`src/rtl/ssrd_pkg.sv`:
```
// ----------------------------------------------------------------------------
// ssrd_pkg
// Shared types and constants for the shadow slot race detector.
// ----------------------------------------------------------------------------
package ssrd_pkg;

    localparam int SLOTS       = 4;
    localparam int GRAIN       = 8;
    localparam int THREADS     = 16;
    localparam int GRANULES    = 1024;
    localparam int CLOCK_WIDTH = 16;

    localparam int SLOT_W   = (SLOTS > 1) ? $clog2(SLOTS) : 1;
    localparam int TID_W    = $clog2(THREADS);
    localparam int GRAN_W   = $clog2(GRANULES);
    localparam int OFF_W    = $clog2(GRAIN);
    localparam int BASE_W   = 29;
    localparam int ADDR_W   = 32;
    localparam int VC_W     = 2 * TID_W;
    localparam int SLOT_BITS = 1 + TID_W + CLOCK_WIDTH + OFF_W + 2 + 1;

    localparam logic OP_ACCESS = 1'b0;
    localparam logic OP_CLKWR  = 1'b1;

    typedef struct packed {
        logic                   valid;
        logic [TID_W-1:0]       tid;
        logic [CLOCK_WIDTH-1:0] clock;
        logic [OFF_W-1:0]       offset;
        logic [1:0]             size;
        logic                   read;
    } slot_t;

    // Classified request handed from front to back.
    typedef struct packed {
        logic                   kind_clkwr;
        logic                   covered;
        logic [TID_W-1:0]       tid;
        logic [TID_W-1:0]       other;
        logic [CLOCK_WIDTH-1:0] value;
        logic [GRAN_W-1:0]      gran;
        logic [OFF_W-1:0]       offset;
        logic [1:0]             size;
        logic                   read;
    } req_t;

    typedef enum logic [2:0] {
        ST_IDLE, ST_CLEAR, ST_READ, ST_CHECK, ST_EMIT
    } back_state_t;

endpackage

```
`src/rtl/ssrd_front.sv`:
```
// ----------------------------------------------------------------------------
// ssrd_front
// Accept requests, classify against the window and queue them for the back.
// ----------------------------------------------------------------------------
module ssrd_front (
    input  logic                   aclk,
    input  logic                   aresetn,
    input  logic [28:0]            window_base,
    input  logic                   s_valid,
    output logic                   s_ready,
    input  logic                   s_operation,
    input  logic [3:0]             s_thread_id,
    input  logic [31:0]            s_address,
    input  logic [1:0]             s_size_log2,
    input  logic                   s_is_read,
    input  logic [3:0]             s_other_thread,
    input  logic [15:0]            s_clock_value,
    output logic                   q_valid,
    input  logic                   q_ready,
    output ssrd_pkg::req_t         q_req
);
    import ssrd_pkg::*;

    localparam int DEPTH = 2;

    req_t             fifo_reg [DEPTH];
    logic             wp_reg, wp_next, rp_reg, rp_next;
    logic [1:0]       cnt_reg, cnt_next;
    req_t             req;
    logic [ADDR_W-OFF_W-1:0] gran_abs;
    logic [ADDR_W-OFF_W:0]   rel;

    always_comb begin
        gran_abs = s_address[ADDR_W-1:OFF_W];
        rel = {1'b0, gran_abs} - {{(ADDR_W-OFF_W+1-BASE_W){1'b0}}, window_base};
        req = '0;
        req.kind_clkwr = (s_operation == OP_CLKWR);
        req.tid     = s_thread_id[TID_W-1:0];
        req.other   = s_other_thread[TID_W-1:0];
        req.value   = s_clock_value[CLOCK_WIDTH-1:0];
        req.gran    = rel[GRAN_W-1:0];
        req.offset  = s_address[OFF_W-1:0];
        req.size    = s_size_log2;
        req.read    = s_is_read;
        req.covered = !req.kind_clkwr && !rel[ADDR_W-OFF_W]
                      && (rel[ADDR_W-OFF_W-1:0] < (ADDR_W-OFF_W)'(GRANULES));
    end

    assign s_ready = (cnt_reg != 2'(DEPTH));
    assign q_valid = (cnt_reg != 2'd0);
    assign q_req   = fifo_reg[rp_reg];

    always_comb begin
        wp_next  = wp_reg;
        rp_next  = rp_reg;
        cnt_next = cnt_reg;
        if (s_valid && s_ready) begin
            wp_next = ~wp_reg;
        end
        if (q_valid && q_ready) begin
            rp_next = ~rp_reg;
        end
        cnt_next = cnt_reg + 2'(s_valid && s_ready) - 2'(q_valid && q_ready);
    end

    always_ff @(posedge aclk) begin
        if (!aresetn) begin
            wp_reg  <= 1'b0;
            rp_reg  <= 1'b0;
            cnt_reg <= 2'd0;
        end else begin
            wp_reg  <= wp_next;
            rp_reg  <= rp_next;
            cnt_reg <= cnt_next;
        end
    end

    always_ff @(posedge aclk) begin
        if (s_valid && s_ready) begin
            fifo_reg[wp_reg] <= req;
        end
    end

endmodule

```
`config.mk`:
```
export PLATFORM = sky130hd
export DESIGN_NAME = ssrd_front
export DESIGN_NICKNAME = d
export VERILOG_FILES = /design/src/rtl/ssrd_pkg.sv /design/src/rtl/ssrd_front.sv
export SDC_FILE = /design/constraint.sdc
export NUM_CORES = 1
export LEC_CHECK = 0
export ABC_CLOCK_PERIOD_IN_PS = 4090
export BUFFER_PORTS_ARGS = -buffer_cell sky130_fd_sc_hd__clkbuf_2
export CORE_MARGIN = 2
export CORE_UTILIZATION = 50
export CTS_CLUSTER_DIAMETER = 50
export DETAILED_ROUTE_END_ITERATION = 8
export HOLD_SLACK_MARGIN = 0.02
export PLACE_DENSITY = 0.78
export SYNTH_ARGS = -nofsm -noshare
export SYNTH_HDL_FRONTEND = slang
export SYNTH_SLANG_ARGS = --single-unit
```
`constraint.sdc`:
```
create_clock -name aclk -period 4.09 [get_ports aclk]
set_input_delay 0.818 -clock aclk [delete_from_list [all_inputs] [get_ports aclk]]
set_output_delay 0.818 -clock aclk [all_outputs]
set_load 0.005 [all_outputs]
```
* Yosys cells after proc, flatten, opt, wreduce, memory -nomap -nowiden *
Memories as Yosys holds them, arrays and structs flattened. A register that Yosys moved wholly into a read port is not among the register bits.
Cells that the tools add are included.

operators by class
  equality and inequality tests = 1
  $add $sub $neg = 3
  order comparisons = 1
  reductions and logical operators = 7
  bitwise gates (word level) = 2
  multiplexer cells = 4

operators by type and width
  kind                                                                            count
  29-bit by 29-bit subtractor with 30-bit output                                  1
  29-bit by 11-bit less-than comparator with 1-bit output, second input constant  1
  1-bit logical AND                                                               4
  1-bit two-way mux                                                               4
  2-bit by 1-bit adder with 2-bit output                                          1
  1-bit logical NOT                                                               2
  2-bit inequality test, second input constant                                    1
  1-bit inverter                                                                  2
  2-bit nonzero test                                                              1
  2-bit by 1-bit subtractor with 2-bit output                                     1

word-level totals
  memories kept = 1
  input bits = 93
  register bits after elaboration = 4
  bits in writable memories = 84
  logic and storage cells = 22

memory list
  memory    depth  bits a word  rd ports  clocked after Yosys merged registers in  write ports  RTL line          RTL
  fifo_reg  2      42           1         1                                        1            ssrd_front.sv:26  req_t fifo_reg [DEPTH];

* Longest topological paths before layout *
Gate-level depths: netlist of run 1.

  depth in word-level cells = 4
  depth in mapped cells = 12

* Least setup slack after synthesis of run 1 *
OpenSTA, ideal clock, no wires.

  path kind = input port to flip-flop
  start point = input s_valid
  end point = memory fifo_reg[0][0] in the netlist's numbering (enable)
  data required time = 3.647 ns
  library setup time = 0.443 ns
  cell stages on the path = 2
  path buffers = 0
  arrival = 2.687 ns
  setup slack = 0.960 ns
  cell sequence = nand2_1 nor2_1

on the way
  longest elaborated chain between the ends = 3

RTL lines
  what                                     RTL line          RTL
  start, declared                          ssrd_front.sv:9   input logic s_valid,
  1-bit logical AND                        ssrd_front.sv:79  if (s_valid && s_ready) begin
  1-bit two-way mux                        ssrd_front.sv:79
  1-bit two-way mux (implied by the code)  ssrd_front.sv:80  fifo_reg[wp_reg] <= req;
  end, declared                            ssrd_front.sv:26

No other way between the ends.

==> run metrics, run 1 <==
outcome=finished, final reports clean; Port Buffer Count=136; Synth top area share=0.5025; Finished Layout Cells=700; number of synthesized flops with an enable pin=84; Max-cap violations=0; Die Width=104.2 um; # rows=36; antenna cells=0; synthesized cell area=5020 sq um; final setup fails=0; Setup CP Type=in2reg; placed cell count=684; register area share after synthesis=0.5224; Cell variety after synth=52; static leakage=2.603 nW; DR iter-0 viols=202; FMAX=0.3083 GHz; fin crit share=0.7929; detailed-placement wirelength estimate=7.833 mm; startpoint types=primary input; type of the tightest min-delay check=reg2reg; met3 Track Usage GR=0.03634; pwr dens=440.0 nW/um^2; Most common cell on crit path=a21oi_1; minimum clock period=3.243 ns; RSZ-0062 raised after global routing=no; clk root buf=clkbuf_8; Setup crit start=window_base[13]; CP cell instances=clkbuf_2 > inv_1 > ha_1 > a21oi_1 > o21ai_0 > a22oi_1 > a31oi_1 > a21oi_1 > xnor2_1 > or4_1 > nor4_2; met1 Usage GRT=0.2594; Most used DFF post-synth=edfxtp_1; Worst Path Max Fanout=6; vias per cell=5.373; Resize count post-CTS=0; Antenna Nets Post-Route=0; Largest register FFs=84; global-route wire length before repair=17.17 mm; Initial Util=0.5136; # hold bufs at CTS=0; CP Capture Type=flop; Syn Nets=551; largest net degree at the start of global routing=43; final clock skew=0.01497 ns; antenna violations before repair=0; H-tree level count=3; Critical-path top delay cell=or4_1; Worst EP required=4.24 ns; Post-DP Area=5817 sq um; most common cell after layout, fill and taps aside=clkbuf_2; clk slew on worst S/H paths=0.09 ns; via count of the first global-routing pass=3616; final instance area=6035 sq um; die area=10860 sq um; GP Congestion=0.8947; Gate Count Post-Synth=426; clk_lat worst skew=0.35 ns; most frequent cells in the layout=clkbuf_2 (136), edfxtp_1 (84), mux2_2 (42); Layout Area Growth over Synthesis=20.21%; Max-slew headroom=0.3293; CTS Buf Count=9; number of setup buffers added after CTS=0; Util after Layout=0.6174; Worst R2R Start=cnt_reg[0]; Max Root-Sink Buffers=2; worst vdd ir=0.0002510 V; final hold violation count=0; Yosys top cell by area=edfxtp_1; asr flop ratio synth=0; slowest stage delay, CP=0.48 ns; Slew Limit Fails=0; DRC=0; TritonRoute pass-1 iters=4; Die Span Y=104.2 um; WP data arrival=3.39 ns; GR peak layer=met2; reg2reg setup slack=2.13 ns; gr ovfl total=0; CTS Sinks=89; final wirelength=10.43 mm; Seq cells post-synth=89; met2 usage=0.3257; Total GRT Usage=0.1953; syn_area_per_cell=11.78 sq um; min-delay src=rp_reg; Fin Setup TNS=0 ns; Core Region=9774 sq um; vias after detailed routing=3761; Worst-Margin Slew=1.006 ns; R2R depth=4; ratio of cells with drive above 1 in the final layout=0.3633; reg-to-reg endpoint=fifo_reg[0][16]; post-DR wirelength/cell=14.90 um; I/O pin count=137; CTS tree=built; Ys Warns=0; nets=687; largest cells by area after synthesis=edfxtp_1 (50%), mux2_2 (9.4%), ha_1 (7.7%); hold path cells=2
area by class of cell:
type	instances	area (sq um)
Multi-Input combinational cell	287	2196
Timing Repair Buffer	137	688.2
Tap cell	133	166.4
Clock inverter	6	90.09
Fill cell	795	3740
Inverter	38	142.6
Sequential cell	89	2624
Clock buffer	10	127.6
logic make-up after synthesis:
kind of cell,count (synthesis),share of synthesized area
buf+inv,50,0.04187
simple gates,97,0.09621
xor+xnor,22,0.03838
flops,89,0.5224
fa+ha+maj,32,0.08126
mux,47,0.1042
compound gates,89,0.1157
per-layer routing:
layer,part of all wire,vias up
met5,0,-
met4,0.0097,0
met3,0.057,8
met2,0.49,137
met1,0.44,1772
li1,-,1844
stage by stage:
stage	hold slack [ns]	setup WS [ns]	power (W)
3_3_place_gp	0.5201	0.6746	0.002017
5_1_grt	0.5752	0.7206	0.002814
3_5_place_dp	0.5275	0.5340	0.002039
6_report	0.5396	0.8469	0.002655
4_1_cts	0.5431	0.9051	0.002685
2_1_floorplan	0.5042	0.9599	0.001742
worst max path at each step:
stage,end,cells past startpoint
after floorplan,fifo_reg[0][0],2
final,fifo_reg[0][40],11
after CTS,fifo_reg[0][40],13
after global placement,fifo_reg[0][40],13
after detailed placement,fifo_reg[0][40],13
after global routing,fifo_reg[1][40],13
report_power, final:
| part | switching, W | internal (W) | leakage [nW] | total, W |
|---|---|---|---|---|
| combinational | 0.000385 | 0.000399 | 1.67 | 0.000784 |
| sequential | 0.0000824 | 0.00115 | 0.827 | 0.00123 |
| clock | 0.000294 | 0.000346 | 0.107 | 0.000640 |
synth_stat cells, types with 2 or more instances:
cell      number
nand3_1        6
nor3_1         8
o21a_1         5
or2_2          2
nor2_1        24
a221oi_1       2
mux2i_1        5
a31oi_1        3
o21ai_0       18
nand2b_1       5
nand4_1        9
a21o_1        12
nor2b_1        2
ha_1          31
dfxtp_1        5
nand2_1       26
o22ai_1        2
inv_1         38
and2_1         5
edfxtp_1      84
and3_1         2
o21bai_1       2
a21oi_1       26
xor2_1        10
clkbuf_1       9
o211ai_1       6
xnor2_1       12
and4_1         2
mux2_2        42
worst max-delay path, delay by kind of cell:
family / cells / cell delay [ns]
AO/OA/AOI/OAI: 5 / 1.34
AND/OR/NAND/NOR: 2 / 0.67
buffers and inverters: 2 / 0.11
adder cells (fa/ha/maj): 1 / 0.37
XOR/XNOR: 1 / 0.08
Power figures use the tool's default switching activity.
==> run 2: changes to the inputs <==
ABC_CLOCK_PERIOD_IN_PS = 3110   (was 4090)
clock period = 3.11 ns   (was 4.09 ns; I/O delays follow)
==> run metrics, run 2 (synthesized netlist as in run 1, its figures left out) <==
outcome=finished, final reports clean; Worst-Margin Slew=0.6890 ns; CP Capture Type=flop; detailed-placement wirelength estimate=8.294 mm; delay-heaviest family, CP=simple AND/OR/NAND/NOR gates; fin crit share=0.9501; Worst Path Max Fanout=4; minimum clock period=2.955 ns; Setup CP Type=in2reg; DRC=0; number of setup buffers added after CTS=0; Antenna Nets Post-Route=0; antenna cells=0; R2R depth=8; final hold violation count=0; Slew Limit Fails=0; vias after detailed routing=3834; Finished Layout Cells=717; Max-slew headroom=0.5396; Hold Slack=0.4616 ns; CTS Buf Count=9; Max-cap violations=0; clk_lat worst skew=0.35 ns; ratio of cells with drive above 1 in the final layout=0.3784; placed cell count=701; final clock skew=0.006710 ns; die area=10860 sq um; H-tree level count=3; Worst R2R Start=cnt_reg[1]; # rows=36; clk root buf=clkbuf_8; clk slew on worst S/H paths=0.08 ns; min-delay src=s_size_log2[1]; type of the tightest min-delay check=in2reg; via count of the first global-routing pass=3693; worst path bufs/invs=3; storage element area=2624 sq um; Util after Layout=0.6316; Worst EP required=3.27 ns; Initial Util=0.5136; startpoint types=primary input; hold path endpoint=fifo_reg[0][2]; pwr dens=563.1 nW/um^2; vias per cell=5.347; Core Region=9774 sq um; antenna violations before repair=0; post-DR wirelength/cell=15.03 um; reg-to-reg endpoint=cnt_reg[1]; hold path cells=1; I/O pin count=137; Layout Area Growth over Synthesis=22.98%; gr ovfl total=0; final setup fails=0; static leakage=2.682 nW; GP Congestion=0.8775; RSZ-0062 raised after global routing=no; slowest stage delay, CP=0.43 ns; # hold bufs at CTS=0; Max Root-Sink Buffers=2; CP cell instances=clkbuf_2 > inv_1 > ha_1 > inv_1 > fa_1 > a211oi_1 > o211ai_1 > nand4_1 > o31ai_1 > mux2i_1 > nand4_1 > or4_1 > nor4_2; most frequent cells in the layout=clkbuf_2 (136), edfxtp_1 (84), mux2_2 (42); pre-CTS setup slack=-0.1778 ns; Port Buffer Count=136; reg2reg setup slack=1.25 ns; Total GRT Usage=0.2035; most common cell after layout, fill and taps aside=clkbuf_2; worst vdd ir=0.0003075 V; Largest register FFs=84; Resize count post-CTS=0; final setup margin=0.1551 ns; CTS Sinks=89; FMAX=0.3384 GHz; global-route wire length before repair=17.55 mm; TritonRoute pass-1 iters=5; final wirelength=10.77 mm; nets=704; Critical-path top delay cell=o31ai_1; DR iter-0 viols=189; WP data arrival=3.12 ns; CTS tree=built; overall power=0.003476 W; Die Span Y=104.2 um; Fill cells=788; Die Width=104.2 um; largest net degree at the start of global routing=26; area of the multi-input gates=2196 sq um
[run 2: cell count changes in the layout (fill, tap and decap cells not counted)]
cell       before  now
clkbuf_8        9   10
buf_12          0    3
clkinv_4        1    0
buf_4           1   15
inv_6           1    0
bufinv_16       2    1
clkbuf_1        1    3
[run 2: worst max path at each step]
stage / startpoint / endpoint / slack (ns) / cells past startpoint
detailed placement: s_address[3] / fifo_reg[0][40] / -0.18 / 13
floorplan: s_valid / fifo_reg[0][0] / 0.18 / 2
finish: s_address[3] / fifo_reg[0][40] / 0.16 / 13
global placement: s_address[3] / fifo_reg[0][40] / -0.05 / 13
CTS: s_address[3] / fifo_reg[0][40] / 0.19 / 13
global route: s_address[3] / fifo_reg[0][40] / 0.04 / 13
[run 2: layer usage]
metal  vias to the layer above  share of wire  GRT usage
li1                       1878              -          -
met5                         -              0          0
met2                       160           0.48     0.3304
met1                      1780           0.43     0.2676
met3                        16          0.062    0.04699
met4                         0          0.020    0.07529
[run 2: area by class of cell]
class                           instances  share of cell area
Sequential cell                        89              0.4250
Multi-Input combinational cell        287              0.3557
Timing Repair Buffer                  154              0.1382
Tap cell                              133             0.02696
Clock buffer                           13             0.02412
Inverter                               38             0.02311
Clock inverter                          3            0.006891
[run 2: through the flow]
| step | instance area, sq um | TNS (ns) |
|---|---|---|
| detailed placement | 5982 | -0.3556 |
| floorplan | 5020 | 0 |
| finish | 6173 | 0 |
| global route | 6173 | 0 |
| global placement | 5982 | -0.1004 |
| CTS | 6173 | 0 |
[run 2: report_power, final]
group,leakage [nW],internal [W],total (W),switching (W)
Combinational,1.76,0.000576,0.00114,0.000563
Clock,0.0936,0.000393,0.000758,0.000365
Sequential,0.827,0.00151,0.00158,0.0000706
[run 2: worst reg2reg max path, cell delays in order (launching register included)]
cell and delay, ns:
dfxtp_1 0.34, or2_2 0.31, and2_1 0.19, ha_1 0.28
inv_1 0.04, ha_1 0.18, xnor2_1 0.14, xnor2_1 0.12
and2_1 0.15
==> run 3: changes to the inputs <==
ABC_CLOCK_PERIOD_IN_PS = 3200   (was 3110)
clock period = 3.2 ns   (was 3.11 ns; I/O delays follow)
==> run metrics, run 3 (synthesized netlist as in run 1, its figures left out) <==
Max Root-Sink Buffers=2; GP Congestion=0.8672; CP cell instances=clkbuf_2 > inv_1 > ha_1 > inv_1 > fa_1 > a211oi_1 > o211ai_1 > nand4_1 > a31oi_1 > a21oi_1 > xnor2_1 > or4_1 > nor4_2; CTS Sinks=89; Setup crit start=s_address[3]; DR iter-0 viols=143; final hold violation count=0; Core Region=9774 sq um; clk_lat worst skew=0.33 ns; number of setup buffers added after CTS=0; Initial Util=0.5136; Layout Area Growth over Synthesis=21.73%; I/O pin count=137; reg-to-reg endpoint=cnt_reg[1]; Worst-Margin Slew=0.6613 ns; post-DR wirelength/cell=14.37 um; DRC=0; startpoint types=primary input; Worst R2R Start=cnt_reg[1]; antenna violations before repair=0; fin crit share=0.9145; type of the tightest min-delay check=in2reg; Worst Path Max Fanout=2; Max-cap violations=0; CTS Buf Count=9; pwr dens=542.9 nW/um^2; Die Width=104.2 um; antenna cells=0; Port Buffer Count=136; most common cell after layout, fill and taps aside=clkbuf_2; Worst EP required=3.35 ns; clk root buf=clkbuf_8; outcome=finished, final reports clean; RSZ-0062 raised after global routing=no; Slew Limit Fails=0; Critical Path Stages=13; Largest register FFs=84; via count of the first global-routing pass=3627; H-tree level count=3; R2R depth=8; final setup fails=0; worst vdd ir=0.0002700 V; pre-CTS setup slack=-0.1543 ns; CTS tree=built; Fin Setup TNS=0 ns; TritonRoute pass-1 iters=4; detailed-placement wirelength estimate=7.998 mm; Die Span Y=104.2 um; Setup CP Type=in2reg; Post-DP Area=5924 sq um; ratio of cells with drive above 1 in the final layout=0.3720; overall power=0.003318 W; clk slew on worst S/H paths=0.08 ns; CP Capture Type=flop; minimum clock period=2.926 ns; final setup margin=0.2735 ns; vias per cell=5.307; delay-heaviest family, CP=simple AND/OR/NAND/NOR gates; global-route wire length before repair=17.06 mm; worst path bufs/invs=3; crit path to=fifo_reg[1][40]; placed cell count=695; nets=698; Most common cell on crit path=inv_1; Total GRT Usage=0.1934; final clock skew=0.006369 ns; WP data arrival=3.07 ns; slowest stage delay, CP=0.49 ns; FMAX=0.3417 GHz; Fill cells=797; Critical-path top delay cell=or4_1; static leakage=2.646 nW; Finished Layout Cells=711; Antenna Nets Post-Route=0; gr ovfl total=0; final instance area=6111 sq um; final wirelength=10.22 mm; reg2reg setup slack=1.38 ns; # rows=36; Max-slew headroom=0.5581; vias after detailed routing=3773; die area=10860 sq um; most frequent cells in the layout=clkbuf_2 (136), edfxtp_1 (84), mux2_2 (42); largest net degree at the start of global routing=26
-- run 3: power breakdown --
part           total (W)  internal [W]  switching, W
clock           0.000703      0.000361      0.000342
sequential       0.00153       0.00147     0.0000668
combinational    0.00108      0.000546      0.000536
-- run 3: per-layer routing --
metal | GRT usage | vias to the layer above | part of all wire
met2 | 0.3313 | 135 | 0.48
met5 | 0 | - | 0
li1 | - | 1864 | -
met3 | 0.03258 | 9 | 0.059
met1 | 0.2513 | 1765 | 0.44
met4 | 0.06081 | 0 | 0.016
-- run 3: per-stage QoR --
stage | utilization | hold slack [ns]
finish | 0.6252 | 0.4911
CTS | 0.6247 | 0.4673
global route | 0.6252 | 0.4653
floorplan | - | 0.5042
global placement | 0.6061 | 0.5179
detailed placement | 0.6061 | 0.5575
-- run 3: worst reg2reg max path, cell delays in order (launching register included) --
cell,delay [ns]
dfxtp_1,0.33
or2_2,0.30
and2_1,0.19
ha_1,0.28
inv_1,0.04
ha_1,0.18
xnor2_1,0.13
xnor2_1,0.12
and2_1,0.15
-- run 3: final cells by class --
class	count	area, sq um	area share
multi-input combinational	287	2201	0.3602
clock buffer	13	138.9	0.02273
clock inverter	3	42.54	0.006962
tap	133	166.4	0.02723
inverter	38	142.6	0.02334
timing repair buffer	148	795.8	0.1302
sequential	89	2624	0.4294
-- run 3: worst min-delay path by stage --
stage                startpoint               to  slack (ns)  cells after the start
3_5_place_dp             rp_reg             flop        0.56                      2
6_report       s_clock_value[2]  fifo_reg[0][18]        0.49                      1
2_1_floorplan            rp_reg             flop        0.50                      2
4_1_cts        s_clock_value[2]  fifo_reg[0][18]        0.47                      1
5_1_grt        s_clock_value[2]  fifo_reg[0][18]        0.47                      1
3_3_place_gp             rp_reg           rp_reg        0.52                      2
-- run 3: timing repair --
action | CTS | global route
resized for setup | 0 | 1
hold buffers | 0 | 0
setup endpoints to repair | 0 | 2
